===== src/hw/rtl/hcg_pkg.sv =====
// hcg_pkg: shared types, constants and SHA-1 helper functions
// for the HOTP code generator; used by every module under hw/rtl
package hcg_pkg;

   // widths
   localparam int HASH_W      = 160;
   localparam int BLOCK_W     = 512;
   localparam int BLOCK_BYTES = 64;
   localparam int KEY_WORDS   = 6;
   localparam int KEY_W       = 64 * KEY_WORDS;
   localparam int CSR_INDEX_W = 3;
   localparam int CSR_DATA_W  = 64;
   localparam int BCD_W       = 40;
   localparam int DBC_W       = 31;
   localparam int HI_W        = 12;

   // sha-1 schedule and pipeline depth
   localparam int ROUNDS      = 80;
   localparam int BCD_STAGES  = 8;
   localparam int BCD_STEPS   = 4;

   // key handling
   localparam int MAX_KEY_BYTES = 48;
   localparam logic [5:0] KEY_LEN_RESET   = 6'd20;
   localparam logic [3:0] DIGITS_RESET    = 4'd6;
   localparam logic [3:0] MIN_DIGITS      = 4'd6;
   localparam logic [3:0] MAX_DIGITS      = 4'd9;

   // message padding: inner is 64 key bytes plus 8 counter bytes,
   // outer is 64 key bytes plus a 20 byte digest
   localparam logic [31:0] PAD_WORD       = 32'h8000_0000;
   localparam logic [63:0] INNER_LEN_BITS = 64'd576;
   localparam logic [63:0] OUTER_LEN_BITS = 64'd672;

   localparam logic [BLOCK_W-1:0] IPAD_BLOCK = {BLOCK_BYTES{8'h36}};
   localparam logic [BLOCK_W-1:0] OPAD_BLOCK = {BLOCK_BYTES{8'h5C}};

   localparam logic [HASH_W-1:0] SHA1_INIT =
      {32'h6745_2301, 32'hEFCD_AB89, 32'h98BA_DCFE, 32'h1032_5476, 32'hC3D2_E1F0};

   localparam logic [31:0] K_0 = 32'h5A82_7999;
   localparam logic [31:0] K_1 = 32'h6ED9_EBA1;
   localparam logic [31:0] K_2 = 32'h8F1B_BCDC;
   localparam logic [31:0] K_3 = 32'hCA62_C1D6;

   // configuration register indexes
   typedef enum logic [CSR_INDEX_W-1:0] {
      CSR_KEY_WORD_0  = 3'd0,
      CSR_KEY_WORD_1  = 3'd1,
      CSR_KEY_WORD_2  = 3'd2,
      CSR_KEY_WORD_3  = 3'd3,
      CSR_KEY_WORD_4  = 3'd4,
      CSR_KEY_WORD_5  = 3'd5,
      CSR_KEY_LENGTH  = 3'd6,
      CSR_DIGIT_COUNT = 3'd7
   } csr_index_type;

   // key midstate sequencer
   typedef enum logic [2:0] {
      MS_LOAD_IN,
      MS_RUN_IN,
      MS_LOAD_OUT,
      MS_RUN_OUT,
      MS_STORE,
      MS_READY
   } ms_state_type;

   typedef struct packed {
      logic              ready;
      logic [HASH_W-1:0] ihash;
      logic [HASH_W-1:0] ohash;
   } midstate_type;

   // one sha-1 round
   function automatic logic [HASH_W-1:0] sha1_round(input logic [HASH_W-1:0] s,
                                                   input logic [31:0] w,
                                                   input logic [6:0] r);
      logic [31:0] a, b, c, d, e, f, k, t;
      a = s[159:128];
      b = s[127:96];
      c = s[95:64];
      d = s[63:32];
      e = s[31:0];
      if (r < 7'd20) begin
         f = (b & c) | (~b & d);
         k = K_0;
      end else if (r < 7'd40) begin
         f = b ^ c ^ d;
         k = K_1;
      end else if (r < 7'd60) begin
         f = (b & c) | (b & d) | (c & d);
         k = K_2;
      end else begin
         f = b ^ c ^ d;
         k = K_3;
      end
      t = {a[26:0], a[31:27]} + f + e + k + w;
      return {t, a, {b[1:0], b[31:2]}, c, d};
   endfunction

   // slide the 16 word schedule window by one word
   function automatic logic [BLOCK_W-1:0] sched_next(input logic [BLOCK_W-1:0] win);
      logic [31:0] x;
      x = win[95:64] ^ win[255:224] ^ win[447:416] ^ win[511:480];
      return {win[BLOCK_W-33:0], x[30:0], x[31]};
   endfunction

   // word-wise add of chaining value
   function automatic logic [HASH_W-1:0] hash_add(input logic [HASH_W-1:0] h,
                                                 input logic [HASH_W-1:0] s);
      logic [HASH_W-1:0] res;
      for (int i = 0; i < 5; i++) begin
         res[32*i +: 32] = h[32*i +: 32] + s[32*i +: 32];
      end
      return res;
   endfunction

   // double dabble: one correction and shift
   function automatic logic [BCD_W-1:0] dabble_step(input logic [BCD_W-1:0] bcd,
                                                    input logic bit_in);
      logic [BCD_W-1:0] adj;
      for (int i = 0; i < BCD_W / 4; i++) begin
         adj[4*i +: 4] = (bcd[4*i +: 4] >= 4'd5) ? bcd[4*i +: 4] + 4'd3 : bcd[4*i +: 4];
      end
      return {adj[BCD_W-2:0], bit_in};
   endfunction

   // modulus for each legal digit count, zero otherwise
   function automatic logic [29:0] ten_pow(input logic [3:0] d);
      logic [29:0] p;
      unique case (d)
         4'd6:    p = 30'd1000000;
         4'd7:    p = 30'd10000000;
         4'd8:    p = 30'd100000000;
         4'd9:    p = 30'd1000000000;
         default: p = '0;
      endcase
      return p;
   endfunction

endpackage


===== src/hw/rtl/hcg_midstate.sv =====
// hcg_midstate: iterative sha-1 unit that hashes the ipad and opad key
// blocks after reset and after every register write; depends on hcg_pkg
module hcg_midstate (
   input  logic                         clock,
   input  logic                         reset,
   input  logic                         restart,
   input  logic [hcg_pkg::BLOCK_W-1:0] key_block,
   output hcg_pkg::midstate_type        ms
);
   import hcg_pkg::*;

   ms_state_type        state_ff, state_in;
   logic [6:0]          cnt_ff, cnt_in;
   logic [HASH_W-1:0]   s_ff, s_in;
   logic [BLOCK_W-1:0]  w_ff, w_in;
   logic [HASH_W-1:0]   ihash_ff, ihash_in;
   logic [HASH_W-1:0]   ohash_ff, ohash_in;

   // state register
   always_ff @(posedge clock) begin
      if (reset) begin
         state_ff <= MS_LOAD_IN;
      end else begin
         state_ff <= state_in;
      end
   end

   // datapath registers
   always_ff @(posedge clock) begin
      cnt_ff   <= cnt_in;
      s_ff     <= s_in;
      w_ff     <= w_in;
      ihash_ff <= ihash_in;
      ohash_ff <= ohash_in;
   end

   // next state and round datapath
   always_comb begin
      state_in = state_ff;
      cnt_in   = cnt_ff;
      s_in     = s_ff;
      w_in     = w_ff;
      ihash_in = ihash_ff;
      ohash_in = ohash_ff;
      unique case (state_ff)
         MS_LOAD_IN: begin
            s_in     = SHA1_INIT;
            w_in     = key_block ^ IPAD_BLOCK;
            cnt_in   = '0;
            state_in = MS_RUN_IN;
         end
         MS_RUN_IN: begin
            s_in   = sha1_round(s_ff, w_ff[BLOCK_W-1 -: 32], cnt_ff);
            w_in   = sched_next(w_ff);
            cnt_in = cnt_ff + 7'd1;
            if (cnt_ff == 7'(ROUNDS - 1)) begin
               state_in = MS_LOAD_OUT;
            end
         end
         MS_LOAD_OUT: begin
            ihash_in = hash_add(SHA1_INIT, s_ff);
            s_in     = SHA1_INIT;
            w_in     = key_block ^ OPAD_BLOCK;
            cnt_in   = '0;
            state_in = MS_RUN_OUT;
         end
         MS_RUN_OUT: begin
            s_in   = sha1_round(s_ff, w_ff[BLOCK_W-1 -: 32], cnt_ff);
            w_in   = sched_next(w_ff);
            cnt_in = cnt_ff + 7'd1;
            if (cnt_ff == 7'(ROUNDS - 1)) begin
               state_in = MS_STORE;
            end
         end
         MS_STORE: begin
            ohash_in = hash_add(SHA1_INIT, s_ff);
            state_in = MS_READY;
         end
         MS_READY: begin
            state_in = MS_READY;
         end
         default: begin
            state_in = MS_LOAD_IN;
         end
      endcase
      // any register write invalidates the midstates
      if (restart) begin
         state_in = MS_LOAD_IN;
      end
   end

   assign ms.ready = (state_ff == MS_READY);
   assign ms.ihash = ihash_ff;
   assign ms.ohash = ohash_ff;

endmodule


===== config.mk =====
export PLATFORM = sky130hd
export DESIGN_NAME = hcg_midstate
export DESIGN_NICKNAME = d
export VERILOG_FILES = /design/src/hw/rtl/hcg_pkg.sv /design/src/hw/rtl/hcg_midstate.sv
export SDC_FILE = /design/constraint.sdc
export NUM_CORES = 2
export LEC_CHECK = 0
export BUFFER_PORTS_ARGS = -buffer_cell sky130_fd_sc_hd__clkbuf_2
export CAP_MARGIN = 30
export CELL_PAD_IN_SITES_DETAIL_PLACEMENT = 1
export CELL_PAD_IN_SITES_GLOBAL_PLACEMENT = 2
export CORE_UTILIZATION = 25
export CTS_BUF_LIST = sky130_fd_sc_hd__clkbuf_8
export CTS_CLUSTER_SIZE = 12
export DETAILED_ROUTE_END_ITERATION = 8
export HOLD_SLACK_MARGIN = 0.1
export MAX_ROUTING_LAYER = met4
export PLACE_DENSITY = 0.61
export SLEW_MARGIN = 20
export SYNTH_ARGS = -nofsm -noshare
export SYNTH_HDL_FRONTEND = slang
export SYNTH_SLANG_ARGS = --single-unit

===== constraint.sdc =====
create_clock -name clock -period 21.4 [get_ports clock]
set_clock_uncertainty 0.2 [all_clocks]
set_input_delay 1.07 -clock clock [delete_from_list [all_inputs] [get_ports clock]]
set_output_delay 1.07 -clock clock [all_outputs]
set_load 0.01 [all_outputs]

# --- Word-level counts from Yosys, hierarchy flattened ---
# Index checks and enable logic that the tools add are counted.
# Widths: inputs -> output; s select.
totals:
  output_inout_bits: 321
  reg_bits: 1002
op_classes:
  addsub: 14
  n_reduce_logical: 9
  n_eq_ne: 8
  bitwise_logic: 15
  n_lt_le_gt_ge: 3
  n_mux: 16
op_table:
  columns: ["op", "n"]
  rows:
  - ["$pmux 512 s3", 1]
  - ["$not 256->256", 2]
  - ["$pmux 160 s3", 1]
  - ["$mux 32", 9]
  - ["$add 32x32->32", 8]
  - ["$xor 32x32->32", 5]
  - ["$and 32x32->32", 4]
  - ["$add 32x32->32 const A", 3]
  - ["$or 32x32->32", 3]
  - ["$add 29x32->32 const A", 1]
  - ["$add 31x32->32 const A", 1]
  - ["$not 32->32", 1]
  - ["$mux 31", 1]
  - ["$pmux 3 s5", 1]
  - ["$lt 7x6->1 const B", 2]
  - ["$pmux 7 s2", 1]
  - ["$reduce_or 2->1", 4]
  - ["$add 7x1->7 const B", 1]
  - ["$eq 7x7->1 const B", 1]
  - ["$lt 7x5->1 const B", 1]
  - ["$eq 3x2->1 const B", 2]
  - ["$eq 3x3->1 const B", 2]
  - ["$mux 3", 2]
  - ["$reduce_bool 3->1", 2]
  - ["5 further kinds", 6]

# --- Depth between registers and ports, before layout ---
logic_depth:
  ltp_word: 12
  ltp_mapped: 21
  ltp_nobuf: 18

# --- Least setup slack after synthesis ---
# OpenSTA, ideal clock, no wires.
synth_timing:
  kind: "register to register"
  start: "reg state_ff[2]"
  end: "reg ohash_ff[0], enable pin"
  n_path_buf: 1
  t_required_ps: 20324
  path_stages_with_launch: 4
  setup_ps: 876
  arrival_ps: 11566
  path_slack_ps: 8758
  cell_sequence: "dfxtp_1 clkbuf_1 inv_1 nor3_1"
synth_via:
  elab_chain_len: 1
synth_lines:
  columns: ["element", "line", "source"]
  rows:
  - ["start: declaration", "hcg_midstate.sv:12", "ms_state_type state_ff, state_in;"]
  - ["start signal: assignment", "hcg_midstate.sv:24", "state_ff <= state_in;"]
  - ["$eq 3x3->1", "hcg_midstate.sv:45", "unique case (state_ff)"]
  - ["end signal: assignment", "hcg_midstate.sv:34", "ohash_ff <= ohash_in;"]
  - ["end: declaration", "hcg_midstate.sv:17", "logic [HASH_W-1:0] ohash_ff, ohash_in;"]
# Every way passes these cells.
# A chain may end at the register's enable or synchronous reset.

# --- Worst setup path after layout ---
layout_timing:
  start: "reg cnt_ff[4]"
  end: "reg s_ff[156] (data pin)"
layout_via:
  elab_chain_len: 10
layout_lines:
  columns: ["element", "line", "source"]
  rows:
  - ["start: declaration", "hcg_midstate.sv:13", "logic [6:0] cnt_ff, cnt_in;"]
  - ["start signal: assignment", "hcg_midstate.sv:30", "cnt_ff <= cnt_in;"]
  - ["$lt 7x6->1", "hcg_pkg.sv:90", "end else if (r < 7'd60) begin"]
  - ["$mux 32", "hcg_pkg.sv:90", null]
  - ["$mux 32", "hcg_pkg.sv:87", "end else if (r < 7'd40) begin"]
  - ["$mux 32", "hcg_pkg.sv:84", "if (r < 7'd20) begin"]
  - ["$mux 32", "hcg_midstate.sv:45", null]
  - ["$add 32x32->32 (4 in a row)", "hcg_pkg.sv:97", "t = {a[26:0], a[31:27]} + f + e + k + w;"]
  - ["$pmux 160 s3 (*)", "hcg_midstate.sv:45", null]
  - ["end signal: assignment", "hcg_midstate.sv:31", "s_ff <= s_in;"]
  - ["end: declaration", "hcg_midstate.sv:14", "logic [HASH_W-1:0] s_ff, s_in;"]
# Every way passes the cells marked *; elsewhere a longest branch is shown, timed or not. The select of a mux whose other input is x is not followed.

==> flow_summary.toml <==
[power_and_ir_drop]
p_per_area_mw_per_mm2 = 93.3
power.leakage_nw = 23.4
peakVddDrop_mv = 0.0479
power_w = 0.00552

[timing]
relSlewSlack_pct = 34.0
worstMarginPinSlew_ns = 0.990
rsz0062_at_grt = "false"
fin_ws_ns = 15.21
final_hold_viol_count = 0
max_freq_mhz = 162
fin_crit_ns = 6.19
slew_violations = 0
tns_ns = 0
setup_viol = 0
fin_crit_sh_pct = 28.9

[layout]
area_delta_synth_final_pct = 26.1
drive_gt1_share_pct = 23.4
layout.nets = 5415
fill_cells = 20600

[synthesis]
synth_simple_gate_area_share_pct = 9.95
synth-compound-area-share_pct = 11.1
ys_warn_count = 0
syn_inst = 3705
synth_mux_area_share_pct = 0.685
synth_seq_cells = 1002
ys_types = 70
yosysSeqAreaShare_pct = 64.1
synth_common_cells = "999 x edfxtp_1, 586 x nand2_1, 291 x o21ai_0, 282 x nor2_1, 202 x inv_1"
syn_nets = 4382
synth_xor_area_share_pct = 4.80
avgSynthCellArea_um2 = 12.7
synth-main-ff-cell = "edfxtp_1"
post-synth-top-count-cell = "edfxtp_1"
synth_adder_area_share_pct = 6.24
synth_area_leaders = "edfxtp_1 64%, fa_1 5.1%, nand2_1 4.7%"
ys_async_sr_fraction_pct = 0
synth_top_family_by_area = "compound AO/OA/AOI/OAI gates"
yosysTopAreaCell = "edfxtp_1"
syn_area_mm2 = 0.0469
yosysTopAreaCellShare_pct = 64.0
synth_edf_count = 999

[critical_path]
worst-path-stages = 20
reg2reg_setup_slack_ns = 15.21
worstSetupPathType = "register to register"
crit_family = "compound AO/OA/AOI/OAI gates"
cp_common_cell = "nor2_1"
rr_worst_depth = 20
cp_data_arrival_time_ns = 6.68
crit_buf_inv = 5
worstPathRequired_ns = 21.89
critPathMaxStageDelay_ns = 0.55
crit_fanout = 20
r2r_start = "cnt_ff[4]"
critPathLaunchType = "register"
path_cells = "o21ai_0 -> nor3_2 -> buf_4 -> nor2_1 -> buf_4 -> clkinv_1 -> nor2_1 -> nor2_1 -> fa_1 -> inv_1 -> fa_1 -> inv_1 -> ha_1 -> nand2_1 -> o21ai_0 -> nor2_1 -> a31oi_1 -> a31oi_1 -> and3_1 -> o31a_1"
startpoint = "cnt_ff[4]"
timing.rr.end = "s_ff[156]"
crit_slowest_cell = "clkinv_1"
end_kind = "register"
endpoint = "s_ff[156]"

[clock_tree]
cts_tree = "built"
clkTransAtPathRegs_ns = 0.06
cts_setup_buffers = 0
htreeDepth = 4
max-clock-path-buffers = 3
clock-sinks = 1002
root_buffer = "clkbuf_8"
clkLatencyLatePin_ns = 0.97
cts-resized-gates = 0
cts_buffers = 186

[grt]
first_global_vias = 35000
use_met3_pct = 4.85
use_met1_pct = 21.1
grt_max_degree = 128
grt.total_usage_pct = 18.7
grt_antenna_before_repair = 91
grt_pass1_wl_mm = 249
top_usage_layer = "met2"
grt.overflow.total = 0
grt_use_met2_pct = 31.7

[route]
postRouteAntennaNets = 0
vias = 33400
totalWireLength_mm = 175
first_pass_iters = 5
drc = 0
drtIter0Drc = 2096
via_per_inst = 4.48
wire_per_inst_um = 23.5

[placement]
routabilityCongestion = 0.821
hpwl_mm = 130
port_buffers = 835
pre_cts_ws_ns = 15.12

[floorplanning]
dieWidth_um = 435
ios = 836
num_rows = 158
initial_utilization_pct = 25.2
core_region_area_mm2 = 0.186
die_y_um = 435
die_area_mm2 = 0.189

[min_path]
hp-class = "primary input to register"
hp-start = "key_block[423]"

[run_status]
status = "finished clean"

[job]
drv_cap = 0
==> repair_timing <==
| item | in CTS | in global routing |
|---|---|---|
| hold buffers | 155 | 0 |
| endpoints found under the hold margin | 155 | 0 |
| endpoints found under the setup margin | 0 | 0 |
==> registers in the layout (all words and copies together) (netlist names) <==
| register | flops |
|---|---|
| s_ff | 160 |
| cnt_ff | 7 |
| ihash_ff | 160 |
| w_ff | 512 |
| ohash_ff | 160 |
| state_ff | 3 |
==> cells in the final DEF (no fill, tap or decap), types with 13 or more instances in the layout <==
| master | n |
|---|---|
| dlygate4sd3_1 | 155 |
| nor3_1 | 21 |
| a21o_1 | 18 |
| clkbuf_8 | 189 |
| nor2_1 | 280 |
| o22ai_1 | 15 |
| a21oi_1 | 81 |
| nand3_1 | 24 |
| xor2_1 | 62 |
| and3_1 | 15 |
| clkinv_2 | 25 |
| o221ai_1 | 13 |
| fa_1 | 120 |
| inv_1 | 259 |
| a31oi_1 | 16 |
| buf_4 | 35 |
| nand2_1 | 583 |
| diode_2 | 80 |
| clkinv_1 | 47 |
| xnor2_1 | 195 |
| a221o_1 | 133 |
| mux2i_1 | 22 |
| ha_1 | 42 |
| and2_1 | 54 |
| o21ai_0 | 291 |
| a22oi_1 | 120 |
| clkbuf_2 | 835 |
| nand2b_1 | 65 |
| edfxtp_1 | 999 |
==> per-layer routing <==
layer	vias to the layer above	routed length, um
met2	928	89700
met5	-	0
met4	0	4410
li1	15600	-
met1	16600	71000
met3	268	10000
==> logic make-up (layout without fill, tap and decap cells) <==
group / after synthesis / after routing
adders and majority gates: 162 / 162
buffers and inverters: 390 / 1574
AOI/OAI and AO/OA: 767 / 767
muxes: 31 / 31
xor gates and xnor gates: 257 / 257
other: 0 / 80
DFF: 1002 / 1002
and+or+nand+nor: 1096 / 1096
==> cell type report <==
cell class,instances,area (um^2),share of cell area (%)
clock inverter,150,840,1.42
tap,2480,3100,5.24
timing repair buffer,1031,6140,10.4
multi-input combinational,2313,15400,26.1
inverter,204,786,1.33
antenna,80,200,0.338
clock buffer,189,2600,4.40
sequential,1002,30100,50.8
==> worst min-delay path by stage <==
stage / depth (start not counted) / endpoint
4_1_cts: 2 / w_ff[300]
6_report: 3 / w_ff[423]
2_1_floorplan: 0 / ihash_ff[2]
3_5_place_dp: 2 / w_ff[248]
5_1_grt: 2 / w_ff[500]
3_3_place_gp: 2 / w_ff[360]
==> metrics by stage <==
| stage | instances | util (%) | hold WS (ns) | area, um^2 |
|---|---|---|---|---|
| floorplan | 3705 | - | 0.245 | 46900 |
| global placement | 6870 | 29.0 | 0.289 | 53800 |
| detailed placement | 6874 | 29.0 | 0.297 | 54000 |
| CTS | 7368 | 31.7 | 0.100 | 58900 |
| global route | 7447 | 31.8 | 0.151 | 59200 |
| finish | 7449 | 31.8 | 0.231 | 59200 |
==> tightest hold or removal path: stages <==
cell and delay, ns:
clkbuf_2 0.08, nand2_1 0.04, nand2_1 0.10
==> where the power goes <==
| part | internal [W] | leakage, nW | switching (W) |
|---|---|---|---|
| Combinational | 0.000537 | 11.3 | 0.000782 |
| Sequential | 0.00231 | 10.1 | 0.000109 |
| Clock | 0.000889 | 1.98 | 0.000889 |
| Total | 0.00374 | 23.4 | 0.00178 |
Power figures use the tool's default switching activity.
