$ cat config.mk
export PLATFORM = sky130hd
export DESIGN_NAME = hcg_bin2bcd
export DESIGN_NICKNAME = d
export VERILOG_FILES = /design/src/hw/rtl/hcg_pkg.sv /design/src/hw/rtl/hcg_bin2bcd.sv
export SDC_FILE = /design/constraint.sdc
export NUM_CORES = 1
export LEC_CHECK = 0
export ABC_CLOCK_PERIOD_IN_PS = 4400
export BUFFER_PORTS_ARGS = -buffer_cell sky130_fd_sc_hd__buf_4
export CORE_MARGIN = 2
export CORE_UTILIZATION = 32
export CTS_BUF_LIST = sky130_fd_sc_hd__clkbuf_8
export DETAILED_ROUTE_END_ITERATION = 7
export PLACE_DENSITY = 0.48
export SKIP_CTS_REPAIR_TIMING = 1
export SYNTH_ARGS = -nofsm -noshare
export SYNTH_HDL_FRONTEND = slang
export SYNTH_SLANG_ARGS = --single-unit
$ cat constraint.sdc
create_clock -name clock -period 4.4 [get_ports clock]
set_input_delay 0.44 -clock clock [delete_from_list [all_inputs] [get_ports clock]]
set_output_delay 0.44 -clock clock [all_outputs]
set_load 0.005 [all_outputs]
$ cat src/hw/rtl/hcg_pkg.sv
// hcg_pkg: shared types, constants and SHA-1 helper functions
// for the HOTP code generator; used by every module under hw/rtl
package hcg_pkg;

   // widths
   localparam int HASH_W      = 160;
   localparam int BLOCK_W     = 512;
   localparam int BLOCK_BYTES = 64;
   localparam int KEY_WORDS   = 6;
   localparam int KEY_W       = 64 * KEY_WORDS;
   localparam int CSR_INDEX_W = 3;
   localparam int CSR_DATA_W  = 64;
   localparam int BCD_W       = 40;
   localparam int DBC_W       = 31;
   localparam int HI_W        = 12;

   // sha-1 schedule and pipeline depth
   localparam int ROUNDS      = 80;
   localparam int BCD_STAGES  = 8;
   localparam int BCD_STEPS   = 4;

   // key handling
   localparam int MAX_KEY_BYTES = 48;
   localparam logic [5:0] KEY_LEN_RESET   = 6'd20;
   localparam logic [3:0] DIGITS_RESET    = 4'd6;
   localparam logic [3:0] MIN_DIGITS      = 4'd6;
   localparam logic [3:0] MAX_DIGITS      = 4'd9;

   // message padding: inner is 64 key bytes plus 8 counter bytes,
   // outer is 64 key bytes plus a 20 byte digest
   localparam logic [31:0] PAD_WORD       = 32'h8000_0000;
   localparam logic [63:0] INNER_LEN_BITS = 64'd576;
   localparam logic [63:0] OUTER_LEN_BITS = 64'd672;

   localparam logic [BLOCK_W-1:0] IPAD_BLOCK = {BLOCK_BYTES{8'h36}};
   localparam logic [BLOCK_W-1:0] OPAD_BLOCK = {BLOCK_BYTES{8'h5C}};

   localparam logic [HASH_W-1:0] SHA1_INIT =
      {32'h6745_2301, 32'hEFCD_AB89, 32'h98BA_DCFE, 32'h1032_5476, 32'hC3D2_E1F0};

   localparam logic [31:0] K_0 = 32'h5A82_7999;
   localparam logic [31:0] K_1 = 32'h6ED9_EBA1;
   localparam logic [31:0] K_2 = 32'h8F1B_BCDC;
   localparam logic [31:0] K_3 = 32'hCA62_C1D6;

   // configuration register indexes
   typedef enum logic [CSR_INDEX_W-1:0] {
      CSR_KEY_WORD_0  = 3'd0,
      CSR_KEY_WORD_1  = 3'd1,
      CSR_KEY_WORD_2  = 3'd2,
      CSR_KEY_WORD_3  = 3'd3,
      CSR_KEY_WORD_4  = 3'd4,
      CSR_KEY_WORD_5  = 3'd5,
      CSR_KEY_LENGTH  = 3'd6,
      CSR_DIGIT_COUNT = 3'd7
   } csr_index_type;

   // key midstate sequencer
   typedef enum logic [2:0] {
      MS_LOAD_IN,
      MS_RUN_IN,
      MS_LOAD_OUT,
      MS_RUN_OUT,
      MS_STORE,
      MS_READY
   } ms_state_type;

   typedef struct packed {
      logic              ready;
      logic [HASH_W-1:0] ihash;
      logic [HASH_W-1:0] ohash;
   } midstate_type;

   // one sha-1 round
   function automatic logic [HASH_W-1:0] sha1_round(input logic [HASH_W-1:0] s,
                                                   input logic [31:0] w,
                                                   input logic [6:0] r);
      logic [31:0] a, b, c, d, e, f, k, t;
      a = s[159:128];
      b = s[127:96];
      c = s[95:64];
      d = s[63:32];
      e = s[31:0];
      if (r < 7'd20) begin
         f = (b & c) | (~b & d);
         k = K_0;
      end else if (r < 7'd40) begin
         f = b ^ c ^ d;
         k = K_1;
      end else if (r < 7'd60) begin
         f = (b & c) | (b & d) | (c & d);
         k = K_2;
      end else begin
         f = b ^ c ^ d;
         k = K_3;
      end
      t = {a[26:0], a[31:27]} + f + e + k + w;
      return {t, a, {b[1:0], b[31:2]}, c, d};
   endfunction

   // slide the 16 word schedule window by one word
   function automatic logic [BLOCK_W-1:0] sched_next(input logic [BLOCK_W-1:0] win);
      logic [31:0] x;
      x = win[95:64] ^ win[255:224] ^ win[447:416] ^ win[511:480];
      return {win[BLOCK_W-33:0], x[30:0], x[31]};
   endfunction

   // word-wise add of chaining value
   function automatic logic [HASH_W-1:0] hash_add(input logic [HASH_W-1:0] h,
                                                 input logic [HASH_W-1:0] s);
      logic [HASH_W-1:0] res;
      for (int i = 0; i < 5; i++) begin
         res[32*i +: 32] = h[32*i +: 32] + s[32*i +: 32];
      end
      return res;
   endfunction

   // double dabble: one correction and shift
   function automatic logic [BCD_W-1:0] dabble_step(input logic [BCD_W-1:0] bcd,
                                                    input logic bit_in);
      logic [BCD_W-1:0] adj;
      for (int i = 0; i < BCD_W / 4; i++) begin
         adj[4*i +: 4] = (bcd[4*i +: 4] >= 4'd5) ? bcd[4*i +: 4] + 4'd3 : bcd[4*i +: 4];
      end
      return {adj[BCD_W-2:0], bit_in};
   endfunction

   // modulus for each legal digit count, zero otherwise
   function automatic logic [29:0] ten_pow(input logic [3:0] d);
      logic [29:0] p;
      unique case (d)
         4'd6:    p = 30'd1000000;
         4'd7:    p = 30'd10000000;
         4'd8:    p = 30'd100000000;
         4'd9:    p = 30'd1000000000;
         default: p = '0;
      endcase
      return p;
   endfunction

endpackage

$ cat src/hw/rtl/hcg_bin2bcd.sv
// hcg_bin2bcd: pipelined double dabble, four bits per stage, carries the
// binary value along; depends on hcg_pkg
module hcg_bin2bcd (
   input  logic                       clock,
   input  logic                       reset,
   input  logic                       advance,
   input  logic                       in_valid,
   input  logic [hcg_pkg::DBC_W-1:0] in_bin,
   output logic                       out_valid,
   output logic [hcg_pkg::BCD_W-1:0] out_bcd,
   output logic [hcg_pkg::DBC_W-1:0] out_bin
);
   import hcg_pkg::*;

   localparam int SH_W = BCD_STAGES * BCD_STEPS;

   logic [BCD_STAGES-1:0] v_ff;
   logic [BCD_W-1:0]      bcd_ff [BCD_STAGES];
   logic [SH_W-1:0]       sh_ff  [BCD_STAGES-1];
   logic [DBC_W-1:0]      bin_ff [BCD_STAGES];
   logic [BCD_W-1:0]      step_in [BCD_STAGES];
   logic [SH_W-1:0]       sh_src [BCD_STAGES];

   // per-stage conversion steps
   always_comb begin
      for (int s = 0; s < BCD_STAGES; s++) begin
         if (s == 0) begin
            sh_src[s]  = SH_W'(in_bin);
            step_in[s] = '0;
         end else begin
            sh_src[s]  = sh_ff[(s > 0) ? s - 1 : 0];
            step_in[s] = bcd_ff[(s > 0) ? s - 1 : 0];
         end
         for (int k = 0; k < BCD_STEPS; k++) begin
            step_in[s] = dabble_step(step_in[s], sh_src[s][SH_W-1-k]);
         end
      end
   end

   always_ff @(posedge clock) begin
      if (reset) begin
         v_ff <= '0;
      end else if (advance) begin
         v_ff <= {v_ff[BCD_STAGES-2:0], in_valid};
      end
   end

   always_ff @(posedge clock) begin
      if (advance) begin
         bin_ff[0] <= in_bin;
         for (int s = 0; s < BCD_STAGES; s++) begin
            bcd_ff[s] <= step_in[s];
         end
         for (int s = 0; s < BCD_STAGES - 1; s++) begin
            sh_ff[s] <= sh_src[s] << BCD_STEPS;
         end
         for (int s = 1; s < BCD_STAGES; s++) begin
            bin_ff[s] <= bin_ff[s-1];
         end
      end
   end

   assign out_valid = v_ff[BCD_STAGES-1];
   assign out_bcd   = bcd_ff[BCD_STAGES-1];
   assign out_bin   = bin_ff[BCD_STAGES-1];

endmodule

---- After elaboration in Yosys (flattened, before gate mapping) ----
Memories as Yosys holds them, arrays and structs flattened.
Index checks and enable logic that the tools add are counted.
Widths: inputs -> output; s select.
operators by class
  shift-type cells ........................ 0
  divide/modulo/power cells ............... 0
  magnitude comparators ................... 283
  multipliers ............................. 0
  add/sub/neg operators ................... 283
  multiplexer cells ....................... 285
  equality and inequality tests ........... 0
  reduce and logical (&&, ||, !) cells .... 0
  bitwise operators ....................... 0
operators by type and width
  kind                  number
  $ge 4x3->1 const B    281
  $add 4x2->4 const B   253
  $mux 4                253
  $mux 3                30
  $add 3x2->3 const B   28
  $add 1x2->3 const AB  1
  $add 1x2->3 const B   1
  $ge 1x3->1 const AB   1
  $ge 1x3->1 const B    1
  $mux 1                2
storage, ports and cells
  memory bits (read-only) ................. 0
  bits in writable memories ............... 764
  output and inout bits ................... 72
  input bits .............................. 35
  flip-flop bits (word level) ............. 8
  logic and storage cells ................. 855
  memories ................................ 3
  bits in latches ......................... 0
memories
  name    depth  bits a word  read ports  clocked after Yosys merged registers in  write ports  line               text
  bcd_ff  8      40           8           0                                        8            hcg_bin2bcd.sv:18  logic [BCD_W-1:0] bcd_ff [BCD_STAGES];
  bin_ff  8      31           8           0                                        8            hcg_bin2bcd.sv:20  logic [DBC_W-1:0] bin_ff [BCD_STAGES];
  sh_ff   7      28           7           0                                        7            hcg_bin2bcd.sv:19  logic [SH_W-1:0] sh_ff [BCD_STAGES-1];

---- Longest topological paths before layout ----
Gate-level depths: netlist (run 1).
An unclocked memory read counts as a cell.
  depth in word-level cells ............... 9
  mapped depth ............................ 21
  gate-level depth less buffers ........... 21

---- Worst setup path before layout (run 1) ----
OpenSTA, ideal clock, no wires.
  path kind ............................... register to register
  start point ............................. mem bin_ff[0][28]
  end point ............................... mem bcd_ff[1][6] (netlist: bcd_ff[0][46]) (data pin)
  path slack .............................. 728 ps
  clock period less this slack ............ 3672 ps
  arrival time ............................ 3402 ps
  library setup time ...................... 270 ps
  stages on the path, launching flop included .. 20
  path buffers ............................ 0
  required time ........................... 4130 ps
  cell sequence ........................... edfxtp_1 inv_1 ha_1 inv_1 ha_1 a21oi_1 xnor2_1 ha_1 nand2b_1 a21boi_1 xnor2_1 ha_1 nand2b_1 nor2b_1 mux2i_1 ha_1 inv_1 ha_1 a21oi_1 a21oi_1
RTL lines
  item             line
  start, declared  hcg_bin2bcd.sv:20
  end, declared    hcg_bin2bcd.sv:18

==> flow_metrics.py, run 1 <==
metrics = {
    "grt": {
        "grt_first_pass_wirelength_mm": 97.3,
        "grt_usage_pct": 11.9,
        "antenna_found_initial": 1,
        "grt_max_degree": 100,
        "first_global_vias": 21200,
        "grt-ovfl-total": 0,
    },
    "clock_tree": {
        "clk_latency_ns": 0.71,
        "cts_tree": "built",
        "clkTransAtPathRegs_ns": 0.06,
        "cts_sinks": 421,
        "numCtsBuffers": 82,
        "cts_root_buf": "clkbuf_8",
        "clockBufferDepth": 3,
        "cts_htree_levels": 3,
    },
    "drt": {
        "drt_drc_violations_left": 0,
        "drtPass1Iterations": 7,
        "via_per_inst": 5.16,
        "drtAntennaViolNets": 0,
        "drt-total-wl_mm": 57.0,
        "drtIter0Drc": 1188,
        "vias": 22300,
        "wl_per_cell_um": 13.2,
    },
    "synthesis": {
        "synth_top_flop_cell": "edfxtp_1",
        "synth-seq-cells": 421,
        "yosysUniqueCellTypes": 108,
        "ys_async_sr_fraction_pct": 0,
        "syn_area_per_cell_um2": 9.84,
        "ys_seq_area_share_pct": 42.6,
        "synth_edf_count": 413,
        "ys_warn_count": 0,
        "syn-num-nets": 3165,
        "syn_inst": 2994,
        "syn_area_um2": 29500,
    },
    "sta": {
        "timing.final.max_slew_violations": 0,
        "max-slew-margin-rel_pct": 21.9,
        "clock_skew_ns": 0.0402,
        "rsz0062_at_grt": "no",
        "fin_crit_ns": 3.98,
        "setup_viol": 0,
        "max_slew.worst_pin.slew_ns": 1.16,
        "fin_crit_sh_pct": 90.4,
        "fmax_ghz": 0.252,
        "fin_tns_setup_ns": 0,
        "hold_violations": 0,
    },
    "critical_path": {
        "endpoint_kind": "flop",
        "reg2reg_depth": 19,
        "cp_max_fo": 4,
        "cp_data_arrival_time_ns": 4.44,
        "worstSetupPathType": "flop to flop",
        "required_ns": 4.87,
        "start_kind": "flop",
    },
    "place": {
        "gp_congestion": 0.802,
        "place.detailed.hpwl_mm": 39.0,
        "numPortBuffers": 106,
    },
    "cells_and_area": {
        "nNetsFinal": 3248,
        "final_cell_mix": "413 x edfxtp_1, 244 x o21ai_0, 244 x a21oi_1, 215 x nor2_1, 191 x nand2_1",
        "nFillCells": 9089,
        "drive_gt1_share_pct": 14.2,
        "syn2layout_area_growth_pct": 11.9,
        "layout_commonest_cell": "edfxtp_1",
    },
    "worst_hold_path": {
        "hold_path_depth": 1,
        "hold_path.class": "input pin to flop",
    },
    "floorplanning": {
        "die_y_um": 307,
        "dieArea_um2": 94500,
        "num_io_pins": 107,
        "rows": 111,
        "core_um2": 91400,
        "start_util_pct": 32.2,
        "die_w_um": 307,
    },
    "job": {
        "cap_violations": 0,
    },
    "outcome": {
        "status": "finished, final reports clean",
    },
}
## worst max-delay path, cell delays in order (launching register included)
cell	delay, ns
edfxtp_1	0.43
inv_1	0.12
ha_1	0.15
inv_1	0.04
ha_1	0.21
a21oi_2	0.17
xnor2_1	0.22
ha_1	0.26
nand2b_1	0.08
a21boi_1	0.26
xnor2_1	0.25
ha_1	0.20
nand2b_1	0.13
nor2b_1	0.18
mux2i_2	0.13
ha_1	0.20
inv_1	0.05
ha_1	0.20
nor2_1	0.08
a2111oi_1	0.40
## Yosys cell counts, drive strengths merged, types with 11 or more instances
cell,instances,share of area [%]
o31ai,13,0.38
mux2i,87,3.1
a22o,13,0.39
nand2b,65,1.4
ha,136,5.8
or3,11,0.23
nor2,216,2.8
and3,21,0.50
a22oi,14,0.36
nor2b,36,0.76
mux2,64,2.5
and2,25,0.53
o221ai,14,0.44
xnor2,117,3.9
buf,89,2.1
o21ai,307,5.3
inv,174,2.2
nand3,54,0.92
o32ai,12,0.41
nor3b,41,1.1
a21oi,282,5.3
clkbuf,72,0.92
o211ai,25,0.67
nand2,192,2.5
edfxtp,413,42
a31o,20,0.59
a21boi,14,0.37
nor3,51,0.87
o21bai,11,0.32
or2,24,0.51
xor2,23,0.76
a31oi,71,1.7
o21a,29,0.74
o22ai,37,0.83
a21o,29,0.74
a211oi,56,1.5
a221oi,14,0.50
## worst paths after layout
kind                                       end           from  slack [ns]
worst max-delay path             bcd_ff[0][48]  bin_ff[0][28]        0.42
worst min-delay path             bin_ff[0][44]        advance        0.29
worst max register to register   bcd_ff[0][48]  bin_ff[0][28]        0.42
worst min register to register  bin_ff[0][115]  bin_ff[0][84]        0.41
## metrics by stage
stage	cells	setup slack [ns]	cell area, um2	util (%)	hold slack [ns]
after CTS	4297	0.305	32600	35.7	-0.188
final	4331	0.424	33000	36.1	0.290
after detailed placement	4146	0.322	31100	34.0	0.405
after global routing	4331	0.0271	33000	36.1	0.295
after floorplan	2994	0.728	29500	-	0.400
after global placement	4146	0.443	31100	34.0	0.400
## sequential cells by signal (all words and copies together), names as in the netlist
signal / cells
bcd_ff: 165
v_ff: 8
bin_ff: 221
sh_ff: 27
## metal layers
layer	GRT usage, %	share of wire [%]
met1	14.2	45
met2	20.9	49
met3	2.42	4.6
met4	4.31	2.1
met5	0	0
## final cells by class
type / instances / area [um2] / area share (%)
antenna: 1 / 2.50 / 0.00759
clock inverter: 68 / 399 / 1.21
multi-input combinational: 2238 / 15400 / 46.6
sequential: 421 / 12600 / 38.1
clock buffer: 83 / 1140 / 3.47
tap: 1186 / 1480 / 4.50
inverter: 174 / 653 / 1.98
timing repair buffer: 160 / 1340 / 4.07
## logic make-up after synthesis
logic type,Yosys count,synth area share [%]
XOR/XNOR,140,4.62
adder cells (fa/ha/maj),139,5.88
AND/OR/NAND/NOR,762,12.6
multiplexers,152,5.64
AO/OA/AOI/OAI,1045,23.3
flip-flops,421,42.6
buffers and inverters,335,5.28
Power of run 1 is left out: the tool's default activity adds up to more than one toggle a clock period on the data nets, which glitch-free logic cannot reach.
==> run 2, diff against run 1 <==
ABC_CLOCK_PERIOD_IN_PS = 3200   (was 4400)
CAP_MARGIN = 20   (was not set)
PLACE_DENSITY = 0.49   (was 0.48)
clock period = 3.2 ns   (was 4.4 ns; I/O delays follow)
==> flow_metrics.py, run 2 (synthesis gave the netlist of run 1 again) <==
metrics = {
    "outcome": {
        "status": "complete, but fails checks",
        "violations": "negative setup slack",
    },
    "drt": {
        "drtPass1Iterations": 5,
        "drtIter0Drc": 1050,
        "wl_per_cell_um": 13.2,
        "drt_drc_violations_left": 0,
        "drt-total-wl_mm": 63.0,
        "via_per_inst": 5.08,
        "vias": 24200,
        "drtAntennaViolNets": 0,
    },
    "place": {
        "placed_cell_area_um2": 34100,
        "place.detailed.hpwl_mm": 42.3,
        "post-place-ws_ns": -0.314,
        "dpl.cell_count": 4480,
        "gp_congestion": 0.832,
        "numPortBuffers": 106,
    },
    "worst_hold_path": {
        "hold_path.class": "input pin to flop",
    },
    "floorplanning": {
        "die_y_um": 307,
        "die_w_um": 307,
        "dieArea_um2": 94500,
        "rows": 111,
        "start_util_pct": 32.2,
        "num_io_pins": 107,
        "core_um2": 91400,
    },
    "critical_path": {
        "cp_data_arrival_time_ns": 3.75,
        "start_kind": "flop",
        "worstSetupPathType": "flop to flop",
        "required_ns": 3.60,
        "endpoint_kind": "flop",
        "cp_max_fo": 4,
    },
    "sta": {
        "fin_tns_setup_ns": -1.12,
        "hold_violations": 0,
        "worst_slack_ns": -0.148,
        "max-slew-margin-rel_pct": 44.9,
        "fmax_ghz": 0.299,
        "fin_crit_sh_pct": 105,
        "fin_crit_ns": 3.35,
        "timing.final.max_slew_violations": 0,
        "clock_skew_ns": 0.0440,
        "rsz0062_at_grt": "yes",
        "max_slew.worst_pin.slew_ns": 0.826,
        "setup_viol": 10,
    },
    "cells_and_area": {
        "largest-register": "bin_ff",
        "final_cell_mix": "547 x buf_4, 413 x edfxtp_1, 196 x o21ai_0, 196 x nor2_1, 189 x a21oi_1",
        "nFillCells": 8616,
        "stdcell_area_um2": 39200,
        "multi_input_area_um2": 18200,
        "layout_commonest_cell": "buf_4",
        "layout.cells.non_filler": 4766,
        "syn2layout_area_growth_pct": 32.9,
        "regArea_um2": 12600,
        "largest_reg_flops": 221,
        "drive_gt1_share_pct": 36.9,
        "nNetsFinal": 3686,
        "reg_top3": "bin_ff (221), bcd_ff (165), sh_ff (27)",
    },
    "clock_tree": {
        "clkTransAtPathRegs_ns": 0.06,
        "cts_tree": "built",
        "clockBufferDepth": 3,
        "cts_root_buf": "clkbuf_8",
        "cts_sinks": 421,
        "clk_latency_ns": 0.71,
        "numCtsBuffers": 80,
        "cts_htree_levels": 3,
    },
    "grt": {
        "grt-ovfl-total": 0,
        "antenna_found_initial": 1,
        "grt_max_degree": 74,
        "first_global_vias": 22700,
        "grt_first_pass_wirelength_mm": 101,
        "grt_usage_pct": 12.3,
    },
    "job": {
        "cap_violations": 0,
    },
}
-- run 2: worst max-delay path, stage by stage (launching register included) --
cell and delay (ns):
edfxtp_1 0.43, inv_2 0.11, ha_4 0.12, inv_2 0.03, ha_4 0.16, a21oi_4 0.15
xnor2_2 0.16, ha_2 0.26, nand2b_4 0.07, a21boi_4 0.19, xnor2_2 0.16, ha_2 0.24
nand2b_4 0.07, nor2b_4 0.13, mux2i_4 0.16, ha_2 0.20, inv_2 0.04, ha_4 0.16
nor2_1 0.17, a2111oi_2 0.06
-- run 2: per-stage QoR --
step / hold WS [ns] / util [%]
2_1_floorplan: 0.400 / -
3_3_place_gp: 0.400 / 37.3
3_5_place_dp: 0.405 / 37.3
4_1_cts: -0.295 / 38.9
5_1_grt: 0.137 / 42.9
6_report: 0.153 / 42.9
-- run 2: cell type report --
cell class / count / share of cell area [%]
diodes: 2 / 0.0128
clock buffers: 84 / 2.95
clock inverters: 61 / 0.968
inverters: 174 / 1.69
multi-input cells: 2239 / 46.5
flip-flops and latches: 421 / 32.1
well taps: 1186 / 3.79
repair buffers: 599 / 12.0
-- run 2: layer usage --
| metal | GRT usage [%] | routed length, um | vias to the layer above |
|---|---|---|---|
| li1 | - | - | 12300 |
| met1 | 14.3 | 26400 | 11500 |
| met2 | 22.1 | 32600 | 398 |
| met3 | 2.31 | 2500 | 116 |
| met4 | 4.80 | 1560 | 0 |
| met5 | 0 | 0 | - |
-- run 2: path summary, 6_finish.rpt --
kind | startpoint | endpoint | slack, ns | depth (start not counted)
worst max register to register | bin_ff[0][28] | bcd_ff[0][48] | -0.15 | 19
worst min register to register | bin_ff[1][8] | bin_ff[1][39] | 0.39 | 0
worst min-delay path | advance | bin_ff[1][18] | 0.15 | 1
worst max-delay path | bin_ff[0][28] | bcd_ff[0][48] | -0.15 | 19
Power of run 2 is left out for the same reason.
